`src/hw/rtl/scanner_pixel_unpacker_core_defines.svh`:
```
// Assertion macros used by the pixel unpacker back end
`ifndef SCANNER_PIXEL_UNPACKER_CORE_DEFINES_SVH
`define SCANNER_PIXEL_UNPACKER_CORE_DEFINES_SVH

// same-cycle implication, reset-qualified
`define SPU_ASSERT_NOW(lbl, ante, cons, msg) \
	lbl: assert property (@(posedge clk) disable iff (!arst_n) (ante) |-> (cons)) \
		else $error(msg);

// next-cycle implication, reset-qualified
`define SPU_ASSERT_NEXT(lbl, ante, cons, msg) \
	lbl: assert property (@(posedge clk) disable iff (!arst_n) (ante) |=> (cons)) \
		else $error(msg);

`endif

```
`src/hw/rtl/spu_pkg.sv`:
```
// Shared types and constants for the scanner pixel unpacker
`timescale 1ns / 1ps

package spu_pkg;

	localparam int COORD_BITS_DEF = 16;
	localparam int QUEUE_DEPTH = 2;

	localparam logic [2:0] FMT_GRAY  = 3'd0;
	localparam logic [2:0] FMT_RGB   = 3'd1;
	localparam logic [2:0] FMT_RED   = 3'd2;
	localparam logic [2:0] FMT_GREEN = 3'd3;
	localparam logic [2:0] FMT_BLUE  = 3'd4;

	localparam logic [1:0] REG_FORMAT = 2'd0;
	localparam logic [1:0] REG_GRAY8  = 2'd1;
	localparam logic [1:0] REG_PPL    = 2'd2;
	localparam logic [1:0] REG_LINES  = 2'd3;

	localparam logic [2:0] MASK_ALL   = 3'b111;
	localparam logic [2:0] MASK_RED   = 3'b100;
	localparam logic [2:0] MASK_GREEN = 3'b010;
	localparam logic [2:0] MASK_BLUE  = 3'b001;

	typedef enum logic [1:0] {
		JOB_CLEAR,
		JOB_PIXEL,
		JOB_LINEART
	} job_kind_t;

	typedef struct packed {
		job_kind_t   kind;
		logic [23:0] value;
		logic [2:0]  mask;
	} job_t;

endpackage

```
`src/hw/rtl/spu_front.sv`:
```
// Front end: accepts beats, gathers rgb triplets, issues pixel, lineart and clear jobs
`timescale 1ns / 1ps

module spu_front import spu_pkg::*; (
	input  logic       clk,
	input  logic       arst_n,
	input  logic       in_valid,
	output logic       in_ready,
	input  logic       command,
	input  logic [7:0] data_byte,
	input  logic [2:0] frame_format,
	input  logic       gray_is_eight_bit,
	input  logic       queue_full,
	output logic       push,
	output job_t       job
);

	logic [7:0] held_q [2];
	logic [1:0] held_cnt_q;
	logic       accept;
	logic       has_job;

	assign in_ready = !queue_full;
	assign accept   = in_valid && in_ready;
	assign push     = accept && has_job;

	always_comb begin
		has_job    = 1'b0;
		job.kind   = JOB_PIXEL;
		job.value  = {16'd0, data_byte};
		job.mask   = MASK_ALL;
		if (command) begin
			has_job  = 1'b1;
			job.kind = JOB_CLEAR;
		end else begin
			unique case (frame_format)
				FMT_GRAY: begin
					has_job  = 1'b1;
					job.kind = gray_is_eight_bit ? JOB_PIXEL : JOB_LINEART;
				end
				FMT_RGB: begin
					has_job   = (held_cnt_q == 2'd2);
					job.value = {held_q[0], held_q[1], data_byte};
				end
				FMT_RED: begin
					has_job   = 1'b1;
					job.value = {data_byte, 16'd0};
					job.mask  = MASK_RED;
				end
				FMT_GREEN: begin
					has_job   = 1'b1;
					job.value = {8'd0, data_byte, 8'd0};
					job.mask  = MASK_GREEN;
				end
				FMT_BLUE: begin
					has_job  = 1'b1;
					job.mask = MASK_BLUE;
				end
				default: has_job = 1'b0;
			endcase
		end
	end

	always_ff @(posedge clk or negedge arst_n) begin
		if (!arst_n) begin
			held_cnt_q <= 2'd0;
			held_q[0]  <= 8'd0;
			held_q[1]  <= 8'd0;
		end else if (accept) begin
			if (command) begin
				held_cnt_q <= 2'd0;
				held_q[0]  <= 8'd0;
				held_q[1]  <= 8'd0;
			end else if (frame_format == FMT_RGB) begin
				if (held_cnt_q == 2'd2) begin
					held_cnt_q <= 2'd0;
				end else begin
					held_q[held_cnt_q[0]] <= data_byte;
					held_cnt_q            <= held_cnt_q + 2'd1;
				end
			end
		end
	end

endmodule

```
`src/hw/rtl/spu_queue.sv`:
```
// Short job queue between front and back end
`timescale 1ns / 1ps

module spu_queue import spu_pkg::*; (
	input  logic clk,
	input  logic arst_n,
	input  logic push,
	input  job_t push_job,
	input  logic pop,
	output logic full,
	output logic not_empty,
	output job_t head
);

	localparam int PW = (QUEUE_DEPTH > 1) ? $clog2(QUEUE_DEPTH) : 1;
	localparam int CNTW = $clog2(QUEUE_DEPTH + 1);

	job_t            mem_q [QUEUE_DEPTH];
	logic [PW-1:0]   wr_ptr_q;
	logic [PW-1:0]   rd_ptr_q;
	logic [CNTW-1:0] count_q;

	assign full      = (count_q == CNTW'(QUEUE_DEPTH));
	assign not_empty = (count_q != '0);
	assign head      = mem_q[rd_ptr_q];

	function automatic logic [PW-1:0] next_ptr(input logic [PW-1:0] p);
		next_ptr = (p == PW'(QUEUE_DEPTH - 1)) ? '0 : p + PW'(1);
	endfunction

	always_ff @(posedge clk) begin
		if (push) begin
			mem_q[wr_ptr_q] <= push_job;
		end
	end

	always_ff @(posedge clk or negedge arst_n) begin
		if (!arst_n) begin
			wr_ptr_q <= '0;
			rd_ptr_q <= '0;
			count_q  <= '0;
		end else begin
			if (push) begin
				wr_ptr_q <= next_ptr(wr_ptr_q);
			end
			if (pop) begin
				rd_ptr_q <= next_ptr(rd_ptr_q);
			end
			if (push && !pop) begin
				count_q <= count_q + CNTW'(1);
			end else if (pop && !push) begin
				count_q <= count_q - CNTW'(1);
			end
		end
	end

endmodule

```
`src/hw/rtl/spu_back.sv`:
```
// Back end: tracks position, expands jobs into pixel write beats
`timescale 1ns / 1ps

`include "scanner_pixel_unpacker_core_defines.svh"

module spu_back import spu_pkg::*; #(
	parameter int COORD_BITS = COORD_BITS_DEF
) (
	input  logic        clk,
	input  logic        arst_n,
	input  logic        job_valid,
	input  job_t        job,
	output logic        job_pop,
	input  logic [15:0] line_pixels,
	input  logic [15:0] line_count,
	output logic        out_valid,
	input  logic        out_ready,
	output logic [15:0] column,
	output logic [15:0] row,
	output logic [23:0] pixel_value,
	output logic [2:0]  channel_mask,
	output logic        last_of_item
);

	localparam int CW = (COORD_BITS > 16) ? COORD_BITS : 16;

	logic [COORD_BITS-1:0] x_q, y_q;
	logic [COORD_BITS-1:0] x_pl, y_pl, x_inc, y_inc;
	logic [2:0]            bit_q;
	logic                  wrap, y_in, ok, next_ok, is_line, is_clear;
	logic                  last, done, out_free, step, load, spill;
	logic                  out_valid_q;
	logic [15:0]           column_q, row_q;
	logic [23:0]           value_q;
	logic [2:0]            mask_q;
	logic                  last_q;

	always_comb begin
		is_line  = (job.kind == JOB_LINEART);
		is_clear = (job.kind == JOB_CLEAR);
		wrap     = CW'(x_q) >= CW'(line_pixels);
		x_pl     = wrap ? '0 : x_q;
		y_pl     = wrap ? y_q + COORD_BITS'(1) : y_q;
		y_in     = CW'(y_q) < CW'(line_count);
		ok       = y_in && (CW'(y_pl) < CW'(line_count));
		x_inc    = x_pl + COORD_BITS'(1);
		y_inc    = y_pl + COORD_BITS'(1);
		next_ok  = (CW'(x_inc) < CW'(line_pixels)) || (CW'(y_inc) < CW'(line_count));
		last     = !is_line || (bit_q == 3'd7) || !next_ok;
		// lineart byte cut short: the next bit still wraps onto the row past the end
		spill    = ok && is_line && (bit_q != 3'd7) && !next_ok;
		done     = !ok || last;
		out_free = !out_valid_q || out_ready;
		step     = job_valid && (is_clear || out_free);
		load     = step && !is_clear && ok;
		job_pop  = step && (is_clear || done);
	end

	always_ff @(posedge clk or negedge arst_n) begin
		if (!arst_n) begin
			x_q         <= '0;
			y_q         <= '0;
			bit_q       <= 3'd0;
			out_valid_q <= 1'b0;
		end else begin
			if (step) begin
				if (is_clear) begin
					x_q   <= '0;
					y_q   <= '0;
					bit_q <= 3'd0;
				end else begin
					if (y_in) begin
						x_q <= spill ? '0 : (ok ? x_inc : x_pl);
						y_q <= spill ? y_inc : y_pl;
					end
					bit_q <= done ? 3'd0 : bit_q + 3'd1;
				end
			end
			if (load) begin
				out_valid_q <= 1'b1;
			end else if (out_ready) begin
				out_valid_q <= 1'b0;
			end
		end
	end

	always_ff @(posedge clk) begin
		if (load) begin
			column_q <= 16'(x_pl);
			row_q    <= 16'(y_pl);
			value_q  <= is_line ? {23'd0, !job.value[3'd7 - bit_q]} : job.value;
			mask_q   <= is_line ? MASK_ALL : job.mask;
			last_q   <= last;
		end
	end

	assign out_valid    = out_valid_q;
	assign column       = column_q;
	assign row          = row_q;
	assign pixel_value  = value_q;
	assign channel_mask = mask_q;
	assign last_of_item = last_q;

	`SPU_ASSERT_NOW(a_bit_in_lineart, bit_q != 3'd0, job_valid && is_line, "bit count without lineart job")
	`SPU_ASSERT_NEXT(a_clear_pos, step && is_clear, x_q == '0 && y_q == '0, "start did not clear position")
	`SPU_ASSERT_NEXT(a_rows_done, step && !is_clear && !y_in, $stable(y_q) && $stable(x_q), "position moved past last line")

endmodule

```
`src/hw/rtl/scanner_pixel_unpacker_core.sv`:
```
// Scanner pixel unpacker top level: config registers, front, queue, back
//
//  channel | signals                                              | dir
//  input   | in_valid, in_ready, command, data_byte               | in
//  output  | out_valid, out_ready, column, row, pixel_value,      | out
//          | channel_mask, last_of_item                           |
//  config  | cfg_we, cfg_index, cfg_wdata                         | in
//
// Gray, rgb and single-color beats are taken one per cycle while the queue is not
// full; each pixel write leaves through a registered output stage. A lineart byte
// holds the back end for up to eight pixel writes, one per cycle while the output
// does not stall, ending early when the frame runs out of lines; the two-entry job
// queue absorbs this. Reset clears position, held rgb bytes, the queue and the output
// stage; config resets to gray 8-bit, one pixel per line, one line. An output stall
// holds the back end, clear jobs apart; the input stalls only once the queue is full.
`timescale 1ns / 1ps

module scanner_pixel_unpacker_core import spu_pkg::*; #(
	parameter int COORD_BITS = COORD_BITS_DEF
) (
	input  logic        clk,
	input  logic        arst_n,
	input  logic        cfg_we,
	input  logic [1:0]  cfg_index,
	input  logic [15:0] cfg_wdata,
	input  logic        in_valid,
	output logic        in_ready,
	input  logic        command,
	input  logic [7:0]  data_byte,
	output logic        out_valid,
	input  logic        out_ready,
	output logic [15:0] column,
	output logic [15:0] row,
	output logic [23:0] pixel_value,
	output logic [2:0]  channel_mask,
	output logic        last_of_item
);

	logic [2:0]  format_q;
	logic        gray8_q;
	logic [15:0] ppl_q;
	logic [15:0] lines_q;

	logic queue_full, queue_ne, push, pop;
	job_t push_job, head_job;

	always_ff @(posedge clk or negedge arst_n) begin
		if (!arst_n) begin
			format_q <= FMT_GRAY;
			gray8_q  <= 1'b1;
			ppl_q    <= 16'd1;
			lines_q  <= 16'd1;
		end else if (cfg_we) begin
			unique case (cfg_index)
				REG_FORMAT: format_q <= cfg_wdata[2:0];
				REG_GRAY8:  gray8_q  <= cfg_wdata[0];
				REG_PPL:    ppl_q    <= cfg_wdata;
				REG_LINES:  lines_q  <= cfg_wdata;
				default:    ;
			endcase
		end
	end

	spu_front u_front (
		.clk               (clk),
		.arst_n            (arst_n),
		.in_valid          (in_valid),
		.in_ready          (in_ready),
		.command           (command),
		.data_byte         (data_byte),
		.frame_format      (format_q),
		.gray_is_eight_bit (gray8_q),
		.queue_full        (queue_full),
		.push              (push),
		.job               (push_job)
	);

	spu_queue u_queue (
		.clk       (clk),
		.arst_n    (arst_n),
		.push      (push),
		.push_job  (push_job),
		.pop       (pop),
		.full      (queue_full),
		.not_empty (queue_ne),
		.head      (head_job)
	);

	spu_back #(
		.COORD_BITS (COORD_BITS)
	) u_back (
		.clk          (clk),
		.arst_n       (arst_n),
		.job_valid    (queue_ne),
		.job          (head_job),
		.job_pop      (pop),
		.line_pixels  (ppl_q),
		.line_count   (lines_q),
		.out_valid    (out_valid),
		.out_ready    (out_ready),
		.column       (column),
		.row          (row),
		.pixel_value  (pixel_value),
		.channel_mask (channel_mask),
		.last_of_item (last_of_item)
	);

endmodule
```
`config.mk`:
```
export PLATFORM = sky130hd
export DESIGN_NAME = scanner_pixel_unpacker_core
export DESIGN_NICKNAME = d
export VERILOG_FILES = /design/src/hw/rtl/spu_pkg.sv /design/src/hw/rtl/spu_front.sv /design/src/hw/rtl/spu_queue.sv /design/src/hw/rtl/spu_back.sv /design/src/hw/rtl/scanner_pixel_unpacker_core.sv
export VERILOG_INCLUDE_DIRS = /design/src /design/src/hw/rtl
export SDC_FILE = /design/constraint.sdc
export NUM_CORES = 1
export LEC_CHECK = 0
export ABC_AREA = 1
export BUFFER_PORTS_ARGS = -buffer_cell sky130_fd_sc_hd__buf_2
export CAP_MARGIN = 20
export CORE_MARGIN = 2
export CORE_UTILIZATION = 61
export CTS_BUF_LIST = sky130_fd_sc_hd__clkbuf_8 sky130_fd_sc_hd__clkbuf_16
export DETAILED_ROUTE_END_ITERATION = 10
export GPL_ROUTABILITY_DRIVEN = 0
export PLACE_DENSITY = 0.81
export SYNTH_ARGS = -nofsm -noshare
export SYNTH_HDL_FRONTEND = slang
export SYNTH_SLANG_ARGS = --single-unit
```
`constraint.sdc`:
```
create_clock -name clk -period 9 [get_ports clk]
set_input_delay 0.45 -clock clk [delete_from_list [all_inputs] [get_ports clk]]
set_output_delay 0.45 -clock clk [all_outputs]
set_load 0.1 [all_outputs]
```
; Word-level counts from Yosys, hierarchy flattened
; Memory sizes are Yosys's and may differ from the RTL's.
; Cells that the tools add are included.
[totals]
out_inout_bits = 62
elab_cells = 137
n_memories = 1
in_bits = 32
mem_bits_rw = 58
reg_bits = 154
[op_classes]
n_reduce_logical = 45
bitwise_logic = 1
eq_ne = 13
mux = 39
n_lt_le_gt_ge = 8
addsub = 10
[memory_table]
columns = memory, depth, word_bits, read_ports, rd_clocked_by_memory_dff, write_ports, line
row1 = u_queue.mem_q, 2, 29, 1, 0, 1, spu_queue.sv:18  ; job_t mem_q [QUEUE_DEPTH];
[ops]
columns = operator, n
row1 = two-way mux 16 bit, 12
row2 = case mux 24 bit (3 select lines), 1
row3 = < comparator 16 bit, 4
row4 = adder 16 x 1 -> 16 bit (second input constant), 3
row5 = two-way mux 27 bit, 1
row6 = bitwise mux 16 bit, 1
row7 = greater-or-equal comparator 16 bit, 1
row8 = two-way mux 2 bit, 8
row9 = logical AND 1 bit, 13
row10 = AND reduction 2 bit, 6
row11 = == test 2 bit (second input constant), 5
row12 = nonzero test 2 bit, 5
row13 = zero test 1 bit, 9
row14 = two-way mux 1 bit, 9
row15 = case mux 3 bit (3 select lines), 1
row16 = demux 8 bit (select 1 bit), 1
row17 = two-way mux 8 bit, 1
row18 = logical OR 1 bit, 7
row19 = == test 3 x 2 -> 1 bit (second input constant), 2
row20 = == test 3 bit (second input constant), 2
row21 = < comparator 3 x 6 -> 1 bit (second input constant), 1
row22 = two-way mux 3 bit, 2
row23 = adder 2 x 1 -> 2 bit (second input constant), 2
row24 = zero test 2 bit, 2
row25 = 16 further kinds, 17

; Logic depth before layout (Yosys ltp)
; Gate-level depths: netlist of the first run.
[logic_depth]
ltp_word = 13
ltp_mapped = 38
mapped_depth_nobuf = 35

; Hierarchy
; Synthesis of the first run repeated with hierarchy kept, for this count alone.
[unflattened]
hier_cells = 1362
hier_area_um2 = 12520.8
[modules_own_cells]
columns = mod, seq_area_each_um2, n_inst, area_per_inst_um2, cells_per_inst
row1 = spu_back, 2702.6, 1, 7224.4, 895
row2 = spu_queue, 1841.8, 1, 2417.3, 115
row3 = scanner_pixel_unpacker_core, 904.6, 1, 1511.4, 164
row4 = spu_front, 450.4, 1, 1367.6, 188

; Least setup slack after synthesis of the first run
; Ideal clock, no wire load.
[synth_path]
kind = reg2reg
start = register ppl_q[0]
end = register u_back.mask_q[0] (netlist: u_back.channel_mask[0]), enable pin
setup_ns = 0.553
period_less_slack_ns = 7.800
arrival_time_ns = 7.246
n_path_buf = 3
path_slack_ns = 1.200
required_time_ns = 8.447
stages_incl_launch_ff = 23
cell_sequence = dfstp_2 > ha_1 > nand2_1 > nor2_1 > nor2_1 > nand2_1 > nand2_1 > nand2_1 > nand2_2 > nand2_2 > buf_6 > buf_6 > o21ai_1 > inv_1 > ha_1 > a21oi_1 > nor2_1 > a211oi_1 > o221ai_1 > nor2_2 > nand2_4 > buf_2 > nor3_1
[synth_via]
elab_chain_cells = 5
[synth_rtl]
columns = item, line
row1 = "start, declared", scanner_pixel_unpacker_core.sv:41  ; logic [15:0] ppl_q;
row2 = "start signal, assigned", scanner_pixel_unpacker_core.sv:57  ; REG_PPL: ppl_q <= cfg_wdata;
row3 = greater-or-equal comparator 16 bit, spu_back.sv:41  ; wrap = CW'(x_q) >= CW'(line_pixels);
row4 = two-way mux 16 bit, spu_back.sv:43  ; y_pl = wrap ? y_q + COORD_BITS'(1) : y_q;
row5 = named net u_back.y_pl[9], spu_back.sv:28  ; logic [COORD_BITS-1:0] x_pl, y_pl, x_inc, y_inc;
row6 = < comparator 16 bit, spu_back.sv:45  ; ok = y_in && (CW'(y_pl) < CW'(line_count));
row7 = logical AND 1 bit, spu_back.sv:45
row8 = logical AND 1 bit, spu_back.sv:55  ; load = step && !is_clear && ok;
row9 = named net u_back.load, spu_back.sv:31  ; logic last, done, out_free, step, load, spill;
row10 = "end signal, assigned", spu_back.sv:92  ; mask_q <= is_line ? MASK_ALL : job.mask;
row11 = "end, declared", spu_back.sv:35  ; logic [2:0] mask_q;
; The timed path passes the listed nets, and every way through them passes these cells.
; A chain may end at the register's enable or synchronous reset.

; Final worst setup path of the first run
[layout_path]
start = register u_back.x_q[3]
end = register u_queue.count_q[1]
[layout_via]
elab_chain_cells = 13
[layout_rtl]
columns = item, line
row1 = "start, declared", spu_back.sv:27  ; logic [COORD_BITS-1:0] x_q, y_q;
row2 = "start signal, assigned", spu_back.sv:73  ; x_q <= spill ? '0 : (ok ? x_inc : x_pl);
row3 = greater-or-equal comparator 16 bit *, spu_back.sv:41
row4 = two-way mux 16 bit *, spu_back.sv:43
row5 = named net u_back.y_pl[0], spu_back.sv:28
row6 = adder 16 x 1 -> 16 bit, spu_back.sv:47  ; y_inc = y_pl + COORD_BITS'(1);
row7 = < comparator 16 bit, spu_back.sv:48  ; next_ok = (CW'(x_inc) < CW'(line_pixels)) || (CW'(y_inc) < CW'(line_count));
row8 = logical OR 1 bit, spu_back.sv:48
row9 = zero test 1 bit, spu_back.sv:49  ; last = !is_line || (bit_q == 3'd7) || !next_ok;
row10 = logical OR 1 bit, spu_back.sv:49
row11 = logical OR 1 bit *, spu_back.sv:52  ; done = !ok || last;
row12 = logical OR 1 bit *, spu_back.sv:56  ; job_pop = step && (is_clear || done);
row13 = logical AND 1 bit *, spu_back.sv:56
row14 = zero test 1 bit, spu_queue.sv:49  ; if (push && !pop) begin
row15 = logical AND 1 bit, spu_queue.sv:49
row16 = two-way mux 2 bit or nonzero test 2 bit (tied branches), --
row17 = "end signal, assigned", spu_queue.sv:50  ; count_q <= count_q + CNTW'(1);
row18 = "end signal, assigned", spu_queue.sv:52  ; count_q <= count_q - CNTW'(1);
row19 = "end, declared", spu_queue.sv:21  ; logic [CNTW-1:0] count_q;
; The timed path passes the listed nets; every way through them passes the cells marked *.

==> results.json, run 1 <==
{
  "setup.worst_path.start_class": "flop",
  "path_buf_inv": 2,
  "floorplan.rows": 50,
  "hold_start": "out_ready",
  "clk_root_buffer_cell": "sky130_fd_sc_hd__clkbuf_16",
  "drc_errors": 0,
  "clock_tree.buffer_depth": 3,
  "max_freq_ghz": 0.1648,
  "global_route.overflow_total": 0,
  "total_via_count_after_detailed_routing": 9948,
  "setup_repair_after_global_routing_missed_its_margin": "false",
  "cpPeakStageDelay_ns": 0.74,
  "maxSlewViolCount": 0,
  "tritoncts": "yes",
  "cpMostUsedCell": "sky130_fd_sc_hd__nand2_1",
  "syn_to_final_growth_pct": 13.30,
  "critPathSlowestCell": "sky130_fd_sc_hd__a2111oi_0",
  "worst_ep_arrival_time_ns": 6.47,
  "timing.setup.critical_path_class": "reg2reg",
  "synth_cells": 1345,
  "initial_core_util_pct": 62.74,
  "slew_worst_pin_ns": 1.022,
  "hold_viol": 0,
  "dr_iter_0_viols": 1025,
  "whs_endpoint": "u_back.out_valid",
  "clock_sinks": 212,
  "place.detailed.hpwl_um": 21320,
  "critPathCaptureType": "flop",
  "synth_nets": 1459,
  "timing.max_slew.rel_slack_pct": 31.63,
  "syn-cell-area_mm2": 0.01182,
  "groute.usage.overall_pct": 30.31,
  "drv_cap": 0,
  "yosys_register_bits": 212,
  "outcome": "completed",
  "drt-vias-per-instance": 5.784,
  "setup_tns_ns": 0,
  "final_layout_size_suffix_gt1_share_pct": 12.81,
  "postRouteWirelength_um": 30430,
  "timing.critical_path.required_ns": 9.41,
  "hold_depth": 2,
  "worstPathMaxFanout": 47,
  "synthesis.area_per_instance_um2": 8.784,
  "die-height_um": 143.2,
  "boundaryPins": 94,
  "async_reset_ff_share_pct": 44.34,
  "finish.net_count": 1556,
  "synth_seq_area_share_pct": 49.93,
  "layout.cell_area.non_filler_mm2": 0.01339,
  "reg2regPathDepth": 30,
  "rr_startpoint": "u_back.x_q[3]",
  "ant_cells": 0,
  "rrSetupSlack_ns": 2.93,
  "antenna_violations_before_repair": 0,
  "cts-htree-levels": 1,
  "finalSetupViolCount": 0,
  "wire_length_of_the_first_global_routing_pass_um": 48540,
  "post_drt_wl_per_cell_um": 17.69,
  "design.core.area_mm2": 0.01883,
  "synth.yosys.warnings": 0,
  "hold_path.class": "in2reg",
  "fin_skew_ns": 0.01661,
  "clk_pin_slew_ns": 0.06,
  "synth_enable_flop_cells": 118,
  "finalCriticalPeriod_ns": 6.067,
  "dr.pass1.iters": 5,
  "die_area_mm2": 0.02050,
  "crit_family": "simple AND/OR/NAND/NOR gates",
  "final_antenna_net_count": 0,
  "synth.distinct_cells": 52,
  "placedInstanceArea_mm2": 0.01249,
  "grt_max_degree": 79,
  "chipWidth_um": 143.2,
  "period_share_pct": 67.41,
  "worstSkewPairLatency_ns": 0.53,
  "r2r-end": "u_queue.count_q[1]",
  "io_buffer_count": 93,
  "cts_inserted_buffers": 24,
  "grt_pass1_vias": 9533,
  "postSynth.topFlopCell": "sky130_fd_sc_hd__edfxtp_1"
}
-- flip-flops by register name, indices dropped and copies added, names as in the netlist, 16 cells and up --
name and flops:
u_queue.mem_q 58, u_back.pixel_value 24, lines_q 16, ppl_q 16, u_back.column 16, u_back.row 16, u_back.x_q 16, u_back.y_q 16
u_front.held_q 16
-- metal layers --
metal | share of wire [%] | GRT usage, % | vias up
met4 | 4.8 | 14.17 | 0
met3 | 8.4 | 3.756 | 115
li1 | - | - | 4665
met2 | 45 | 47.67 | 501
met1 | 42 | 42.20 | 4667
met5 | 0 | 0 | -
-- stage by stage --
step,utilization (%),setup WS [ns],hold slack (ns),cells
floorplan,-,1.200,0.1544,1345
global placement,66.35,3.334,0.3229,1672
detailed placement,66.35,3.126,0.3215,1672
CTS,70.78,3.081,0.1692,1717
global route,71.09,2.417,0.1925,1720
finish,71.09,2.933,0.1843,1720
-- worst max-delay path by stage --
| stage | startpoint | endpoint | slack [ns] | cells after the start |
|---|---|---|---|---|
| global placement | u_back.x_q[3] | u_queue.count_q[1] | 3.33 | 30 |
| finish | u_back.x_q[3] | u_queue.count_q[1] | 2.93 | 30 |
| CTS | u_back.x_q[3] | u_queue.count_q[1] | 3.08 | 30 |
| floorplan | ppl_q[0] | u_back.channel_mask[0] | 1.20 | 22 |
| global route | u_back.x_q[3] | u_queue.count_q[1] | 2.42 | 30 |
| detailed placement | u_back.x_q[3] | u_queue.count_q[1] | 3.13 | 30 |
-- synth_stat cells, types with 2 or more instances --
| cell | instances | area [um^2] |
|---|---|---|
| sky130_fd_sc_hd__nand4_1 | 12 | 75.07 |
| sky130_fd_sc_hd__inv_2 | 7 | 26.28 |
| sky130_fd_sc_hd__nand2_1 | 317 | 1190 |
| sky130_fd_sc_hd__buf_2 | 6 | 30.03 |
| sky130_fd_sc_hd__nor2_1 | 102 | 382.9 |
| sky130_fd_sc_hd__buf_6 | 4 | 45.04 |
| sky130_fd_sc_hd__nand3_1 | 101 | 505.5 |
| sky130_fd_sc_hd__o21ai_2 | 5 | 43.79 |
| sky130_fd_sc_hd__mux2i_1 | 8 | 80.08 |
| sky130_fd_sc_hd__xor2_1 | 20 | 175.2 |
| sky130_fd_sc_hd__nor3_2 | 2 | 20.02 |
| sky130_fd_sc_hd__a21oi_2 | 2 | 17.52 |
| sky130_fd_sc_hd__nor2_4 | 2 | 22.52 |
| sky130_fd_sc_hd__o21ai_0 | 98 | 490.5 |
| sky130_fd_sc_hd__nand2_2 | 4 | 25.02 |
| sky130_fd_sc_hd__nand2_4 | 3 | 33.78 |
| sky130_fd_sc_hd__dfstp_2 | 3 | 78.83 |
| sky130_fd_sc_hd__o21ai_1 | 6 | 30.03 |
| sky130_fd_sc_hd__nor2_2 | 9 | 56.30 |
| sky130_fd_sc_hd__and2_1 | 2 | 12.51 |
| sky130_fd_sc_hd__nor3_1 | 11 | 55.05 |
| sky130_fd_sc_hd__xnor2_1 | 5 | 43.79 |
| sky130_fd_sc_hd__o31ai_1 | 2 | 15.01 |
| sky130_fd_sc_hd__edfxtp_1 | 118 | 3543 |
| sky130_fd_sc_hd__o211ai_1 | 2 | 15.01 |
| sky130_fd_sc_hd__buf_4 | 3 | 22.52 |
| sky130_fd_sc_hd__a211oi_1 | 4 | 30.03 |
| sky130_fd_sc_hd__xor2_2 | 2 | 32.53 |
| sky130_fd_sc_hd__inv_1 | 189 | 709.4 |
| sky130_fd_sc_hd__a21oi_1 | 64 | 320.3 |
| sky130_fd_sc_hd__nor4_1 | 3 | 18.77 |
| sky130_fd_sc_hd__dfrtp_1 | 91 | 2277 |
| sky130_fd_sc_hd__o21a_1 | 2 | 15.01 |
| sky130_fd_sc_hd__nand3b_1 | 3 | 22.52 |
| sky130_fd_sc_hd__o22ai_1 | 18 | 112.6 |
| sky130_fd_sc_hd__buf_1 | 4 | 15.01 |
| sky130_fd_sc_hd__clkbuf_1 | 15 | 56.30 |
| sky130_fd_sc_hd__ha_1 | 82 | 1026 |
-- layout make-up --
type | instances | area (um^2)
flip-flops and latches | 212 | 5899
fillers | 1396 | 5444
multi-input cells | 905 | 5021
inverters | 196 | 735.7
clock buffers | 29 | 669.4
repair buffers | 103 | 580.6
well taps | 260 | 325.3
clock inverters | 15 | 155.1
-- cells in the final DEF, fill, tap and decap left out, drive strengths merged, types with 8 or more instances in the layout --
cell type and n:
a21oi 67, buf 102, clkbuf 29, dfrtp 91, edfxtp 118, ha 82, inv 203, mux2i 8
nand2 324, nand3 102, nand4 12, nor2 113, nor3 13, o21ai 109, o22ai 18, xor2 22
-- logic make-up after synthesis --
group | share of synthesized area [%]
and+or+nand+nor | 21.01
muxes | 0.6778
adders and majority gates | 8.684
AOI/OAI and AO/OA | 9.912
xor gates and xnor gates | 2.129
buffers and inverters | 7.656
DFF | 49.93
-- repair_timing --
action | CTS | global route
hold buffers | 1 | 0
buffers inserted | 0 | 0
setup endpoints to repair | 0 | 0
resized for setup | 0 | 0
endpoints found under the hold margin | 16 | 0
Power of run 1 is not shown: default switching activity piles up to over one toggle a cycle in this logic, so the estimate is an artifact.
==> inputs of run 2 (changes only) <==
--- a/config.mk
+++ b/config.mk
@@ -10,11 +10,11 @@
 export BUFFER_PORTS_ARGS = -buffer_cell sky130_fd_sc_hd__buf_2
 export CAP_MARGIN = 20
 export CORE_MARGIN = 2
-export CORE_UTILIZATION = 61
+export CORE_UTILIZATION = 55
 export CTS_BUF_LIST = sky130_fd_sc_hd__clkbuf_8 sky130_fd_sc_hd__clkbuf_16
 export DETAILED_ROUTE_END_ITERATION = 10
 export GPL_ROUTABILITY_DRIVEN = 0
-export PLACE_DENSITY = 0.81
+export PLACE_DENSITY = 0.77
 export SYNTH_ARGS = -nofsm -noshare
 export SYNTH_HDL_FRONTEND = slang
 export SYNTH_SLANG_ARGS = --single-unit
==> constraint.sdc (replaced) <==
create_clock -name clk -period 5.09 [get_ports clk]
set_input_delay 0.2545 -clock clk [delete_from_list [all_inputs] [get_ports clk]]
set_output_delay 0.2545 -clock clk [all_outputs]
set_load 0.1 [all_outputs]
==> run 2 against run 1 <==
Effect of this change:
- critical path depth down 3
- count of clock-buffer cells in the layout shrank 4
- first-iteration DRC count increased by 0.20%
- die area rose by 11%
- worst hold slack got worse by 0.17 ns
- clock skew grew 0.0013 ns
- design area rose by 2.8%
- flip-flop and latch count did not move
- via count down 1.2%
- non-clock buffer count rose by 27
==> results.json, run 2 (synthesis gave the netlist of run 1 again) <==
{
  "finalCriticalPeriod_ns": 4.827,
  "grt_pass1_vias": 9441,
  "whs_endpoint": "gray8_q",
  "dr_iter_0_viols": 1027,
  "drv_cap": 0,
  "setup.worst_path.start_class": "flop",
  "finalNonFillerCells": 1760,
  "hold_viol": 0,
  "r2r-end": "u_queue.count_q[1]",
  "layout.cells.most_common": "sky130_fd_sc_hd__nand2_1",
  "tritoncts": "yes",
  "place.detailed.hpwl_um": 21750,
  "drc_errors": 0,
  "placedCellCount": 1706,
  "clock_sinks": 212,
  "design.core.area_mm2": 0.02102,
  "timing.setup.critical_path_class": "reg2reg",
  "chipWidth_um": 150.6,
  "clk_root_buffer_cell": "sky130_fd_sc_hd__clkbuf_16",
  "critPathCaptureType": "flop",
  "layout_common_cells": "sky130_fd_sc_hd__nand2_1 (315), sky130_fd_sc_hd__inv_1 (193), sky130_fd_sc_hd__edfxtp_1 (118)",
  "grt_max_degree": 70,
  "pre_cts_slack_ns": -0.07975,
  "clock_tree.buffer_depth": 3,
  "wire_length_of_the_first_global_routing_pass_um": 48290,
  "global_route.overflow_total": 0,
  "antenna_violations_before_repair": 0,
  "timing.max_slew.rel_slack_pct": 33.53,
  "ant_cells": 0,
  "io_buffer_count": 93,
  "clk_pin_slew_ns": 0.06,
  "worstSkewPairLatency_ns": 0.53,
  "initial_core_util_pct": 56.20,
  "timing.critical_path.required_ns": 5.50,
  "worstPathMaxFanout": 17,
  "die_area_mm2": 0.02267,
  "postRouteWirelength_um": 30560,
  "drt-vias-per-instance": 5.584,
  "total_via_count_after_detailed_routing": 9827,
  "fin_skew_ns": 0.01792,
  "groute.usage.overall_pct": 27.23,
  "largest-register": "u_queue.mem_q",
  "dr.pass1.iters": 7,
  "syn_to_final_growth_pct": 16.47,
  "hold_depth": 3,
  "hold_path.class": "in2reg",
  "outcome": "completed",
  "period_share_pct": 94.83,
  "rrSetupSlack_ns": 0.26,
  "floorplan.rows": 53,
  "worst_ep_arrival_time_ns": 5.24,
  "post_drt_wl_per_cell_um": 17.36,
  "cts-htree-levels": 1,
  "max_freq_ghz": 0.2072,
  "slew_worst_pin_ns": 0.9934,
  "finalSetupViolCount": 0,
  "largest_reg_flops": 58,
  "final_antenna_net_count": 0,
  "rr_startpoint": "ppl_q[15]",
  "cts_inserted_buffers": 23,
  "final_layout_size_suffix_gt1_share_pct": 15.69,
  "maxSlewViolCount": 0,
  "die-height_um": 150.6,
  "setup_ws_ns": 0.2632,
  "reg2regPathDepth": 27,
  "boundaryPins": 94,
  "hold_start": "cfg_index[0]",
  "finish.net_count": 1582
}
## run 2: layout make-up
class | count | area [um^2]
clock buffers | 25 | 603.1
clock inverters | 17 | 172.7
fillers | 1657 | 7261
inverters | 196 | 735.7
multi-input cells | 905 | 5210
flip-flops and latches | 212 | 5901
well taps | 275 | 344.1
repair buffers | 130 | 794.5
## run 2: per-stage QoR
step	utilization, %	TNS, ns	cell area, um^2	hold slack [ns]
after floorplan	-	0	11830	-0.04109
after global placement	60.29	0	12670	0.2018
after detailed placement	60.29	-0.07975	12670	0.2068
after CTS	64.40	0	13540	0.006236
after global routing	65.46	-0.01927	13760	0.03962
final	65.46	0	13760	0.01853
## run 2: what timing repair did
item / in CTS / in global routing
gates resized for setup: 2 / 42
hold buffers: 8 / 0
endpoints found under the setup margin: 1 / 65
setup buffers: 0 / 4
endpoints found under the hold margin: 32 / 0
cloned: 0 / 0
pin swaps: 0 / 5
## run 2: critical path, cell delays in order (launching register included)
cell	delay, ns
sky130_fd_sc_hd__dfrtp_1	0.38
sky130_fd_sc_hd__inv_1	0.10
sky130_fd_sc_hd__ha_1	0.35
sky130_fd_sc_hd__a21oi_1	0.13
sky130_fd_sc_hd__o21ai_0	0.12
sky130_fd_sc_hd__nor2_2	0.31
sky130_fd_sc_hd__nand2_8	0.15
sky130_fd_sc_hd__buf_6	0.20
sky130_fd_sc_hd__nor2_2	0.19
sky130_fd_sc_hd__nand2_1	0.13
sky130_fd_sc_hd__nor2_1	0.21
sky130_fd_sc_hd__nand2_1	0.14
sky130_fd_sc_hd__o21ai_1	0.22
sky130_fd_sc_hd__inv_1	0.08
sky130_fd_sc_hd__ha_1	0.29
sky130_fd_sc_hd__nand2_1	0.09
sky130_fd_sc_hd__nor2_1	0.05
sky130_fd_sc_hd__a211oi_1	0.16
sky130_fd_sc_hd__nand2_1	0.17
sky130_fd_sc_hd__a21oi_4	0.23
sky130_fd_sc_hd__inv_1	0.07
sky130_fd_sc_hd__nand2_2	0.11
sky130_fd_sc_hd__nand3_1	0.10
sky130_fd_sc_hd__nand2_1	0.11
sky130_fd_sc_hd__ha_1	0.26
sky130_fd_sc_hd__a21oi_1	0.11
sky130_fd_sc_hd__o21ai_0	0.11
sky130_fd_sc_hd__xnor2_1	0.13
## run 2: per-layer routing
layer | GRT usage [%] | vias to the layer above | share of wire [%]
li1 | - | 4718 | -
met1 | 36.82 | 4574 | 41
met2 | 44.09 | 450 | 47
met3 | 4.909 | 85 | 8.4
met4 | 9.953 | 0 | 3.5
met5 | 0 | - | 0
## run 2: worst max-delay path by stage
stage	from	endpoint
6_report	ppl_q[15]	u_queue.count_q[1]
3_3_place_gp	u_back.x_q[0]	u_queue.count_q[1]
3_5_place_dp	u_back.x_q[0]	u_queue.count_q[1]
5_1_grt	u_back.x_q[0]	u_queue.count_q[1]
2_1_floorplan	ppl_q[0]	u_back.channel_mask[0]
4_1_cts	u_back.x_q[0]	u_queue.count_q[1]
Power of run 2 is left out for the same reason.
==> inputs of run 3 (changes only) <==
--- a/config.mk
+++ b/config.mk
@@ -14,7 +14,9 @@
 export CTS_BUF_LIST = sky130_fd_sc_hd__clkbuf_8 sky130_fd_sc_hd__clkbuf_16
 export DETAILED_ROUTE_END_ITERATION = 10
 export GPL_ROUTABILITY_DRIVEN = 0
+export GPL_TIMING_DRIVEN = 0
 export PLACE_DENSITY = 0.77
+export REMOVE_ABC_BUFFERS = 1
 export SYNTH_ARGS = -nofsm -noshare
 export SYNTH_HDL_FRONTEND = slang
 export SYNTH_SLANG_ARGS = --single-unit
==> run 3 against run 2 <==
Effect of this change:
- design area is 0.96% higher
- via count is 2.2% higher
- core utilization is 0.63 points higher
- clock skew is 0.00098 ns lower
- setup slack better by 0.043 ns
- first-iteration DRC count is 2.7% higher
==> results.json, run 3 (synthesis gave the netlist of run 1 again) <==
{
  "placedInstanceArea_mm2": 0.01259,
  "fin_skew_ns": 0.01694,
  "cts-htree-levels": 1,
  "crit_family": "simple AND/OR/NAND/NOR gates",
  "die_area_mm2": 0.02267,
  "path_buf_inv": 2,
  "setup.worst_path.start_class": "flop",
  "worstPathMaxFanout": 23,
  "fin_util_pct": 66.09,
  "clock_tree.buffer_depth": 3,
  "floorplan.rows": 53,
  "groute.layer.met1.usage_pct": 37.38,
  "clk_pin_slew_ns": 0.06,
  "initial_core_util_pct": 56.20,
  "syn_to_final_growth_pct": 17.59,
  "drc_errors": 0,
  "crit_chain": "inv_2 -> ha_1 -> nand2_1 -> nor2_1 -> nor2_1 -> nand2_1 -> nand2_1 -> nand2_2 -> nand2_8 -> nand2_8 -> o21ai_0 -> inv_1 -> ha_1 -> nand4_1 -> nor3_1 -> nand2_4 -> nand2_4 -> nor2_4 -> nand2_4 -> nand2_1 -> o21ai_0",
  "layout.cell_area.non_filler_mm2": 0.01389,
  "critPathSlowestCell": "sky130_fd_sc_hd__nor3_1",
  "worstSkewPairLatency_ns": 0.52,
  "global_route.overflow_total": 0,
  "slew_worst_pin_ns": 1.003,
  "finalNonFillerCells": 1757,
  "layout_common_cells": "sky130_fd_sc_hd__nand2_1 (313), sky130_fd_sc_hd__inv_1 (187), sky130_fd_sc_hd__edfxtp_1 (118)",
  "drv_cap": 0,
  "cts_inserted_buffers": 23,
  "period_share_pct": 93.98,
  "tritoncts": "yes",
  "grt_pass1_vias": 9317,
  "finish.net_count": 1578,
  "largest-register": "u_queue.mem_q",
  "groute.usage.overall_pct": 26.98,
  "finalCriticalPeriod_ns": 4.784,
  "largest_reg_flops": 58,
  "total_via_count_after_detailed_routing": 10040,
  "critPathCaptureType": "flop",
  "final.fill_count": 1630,
  "final_antenna_net_count": 0,
  "rrSetupSlack_ns": 0.31,
  "globalRouteMet3Util_pct": 3.485,
  "timing.max_slew.rel_slack_pct": 32.87,
  "layout.cells.most_common": "sky130_fd_sc_hd__nand2_1",
  "worst_ep_arrival_time_ns": 5.19,
  "clock_sinks": 212,
  "timing.critical_path.required_ns": 5.50,
  "chipWidth_um": 150.6,
  "setup_repair_after_global_routing_missed_its_margin": "false",
  "max_freq_ghz": 0.2090,
  "design.core.area_mm2": 0.02102,
  "hold_viol": 0,
  "drt-vias-per-instance": 5.715,
  "post_drt_wl_per_cell_um": 17.79,
  "clk_root_buffer_cell": "sky130_fd_sc_hd__clkbuf_16",
  "cpMostUsedCell": "sky130_fd_sc_hd__nand2_1",
  "finalSetupViolCount": 0,
  "dr.pass1.iters": 6,
  "final_layout_size_suffix_gt1_share_pct": 15.87,
  "place.detailed.hpwl_um": 20990,
  "maxSlewViolCount": 0,
  "antenna_violations_before_repair": 1,
  "io_buffer_count": 93,
  "postRouteWirelength_um": 31260,
  "die-height_um": 150.6,
  "timing.setup.critical_path_class": "reg2reg",
  "placedCellCount": 1688,
  "grt_busiest_layer": "met2",
  "wire_length_of_the_first_global_routing_pass_um": 47870,
  "grt_max_degree": 68,
  "cpPeakStageDelay_ns": 0.58,
  "hold_path.class": "in2reg",
  "outcome": "completed",
  "boundaryPins": 94,
  "met2_usage_pct": 44.07,
  "dr_iter_0_viols": 1055
}
## run 3: per-stage QoR
stage	hold slack (ns)	setup WS [ns]	setup TNS, ns
global route	0.03188	0.002117	0
detailed placement	0.2207	-1.170	-71.82
finish	0.01885	0.3063	0
floorplan	-0.04109	-2.892	-176.41
CTS	0.006874	0.01118	0
global placement	0.4591	-6.351	-408.26
## run 3: repair_timing
action / in CTS / in global routing
buffers inserted: 2 / 15
pin swaps: 2 / 9
gates resized for setup: 15 / 38
setup endpoints to repair: 100 / 88
hold buffers: 2 / 0
gates cloned: 2 / 2
hold endpoints to repair: 28 / 0
## run 3: layout make-up
type	instances	area (um^2)	area share [%]
clock inverter	16	186.4	1.342
multi-input combinational	909	5321	38.30
tap	275	344.1	2.477
timing repair buffer	122	785.8	5.656
inverter	196	735.7	5.295
sequential	212	5901	42.47
clock buffer	26	616.8	4.440
antenna	1	2.502	0.01801
## run 3: layer usage
layer,vias to the layer above,share of wire (%)
met5,-,0
met4,0,3.1
met3,79,7.9
met2,473,48
met1,4774,41
li1,4716,-
## run 3: worst min-delay path, cell delays in order
cell and delay, ns:
sky130_fd_sc_hd__buf_2 0.10, sky130_fd_sc_hd__inv_1 0.05, sky130_fd_sc_hd__o21ai_0 0.07
## run 3: final timing paths
check | from | end | cells after the start
max | ppl_q[2] | u_back.x_q[3] | 21
min reg2reg | ppl_q[3] | ppl_q[3] | 2
min | cfg_wdata[3] | lines_q[3] | 3
max in group asynchronous | arst_n | lines_q[0] | 3
min in group asynchronous | arst_n | u_back.x_q[4] | 2
max reg2reg | ppl_q[2] | u_back.x_q[3] | 21
Power of run 3 is left out for the same reason.
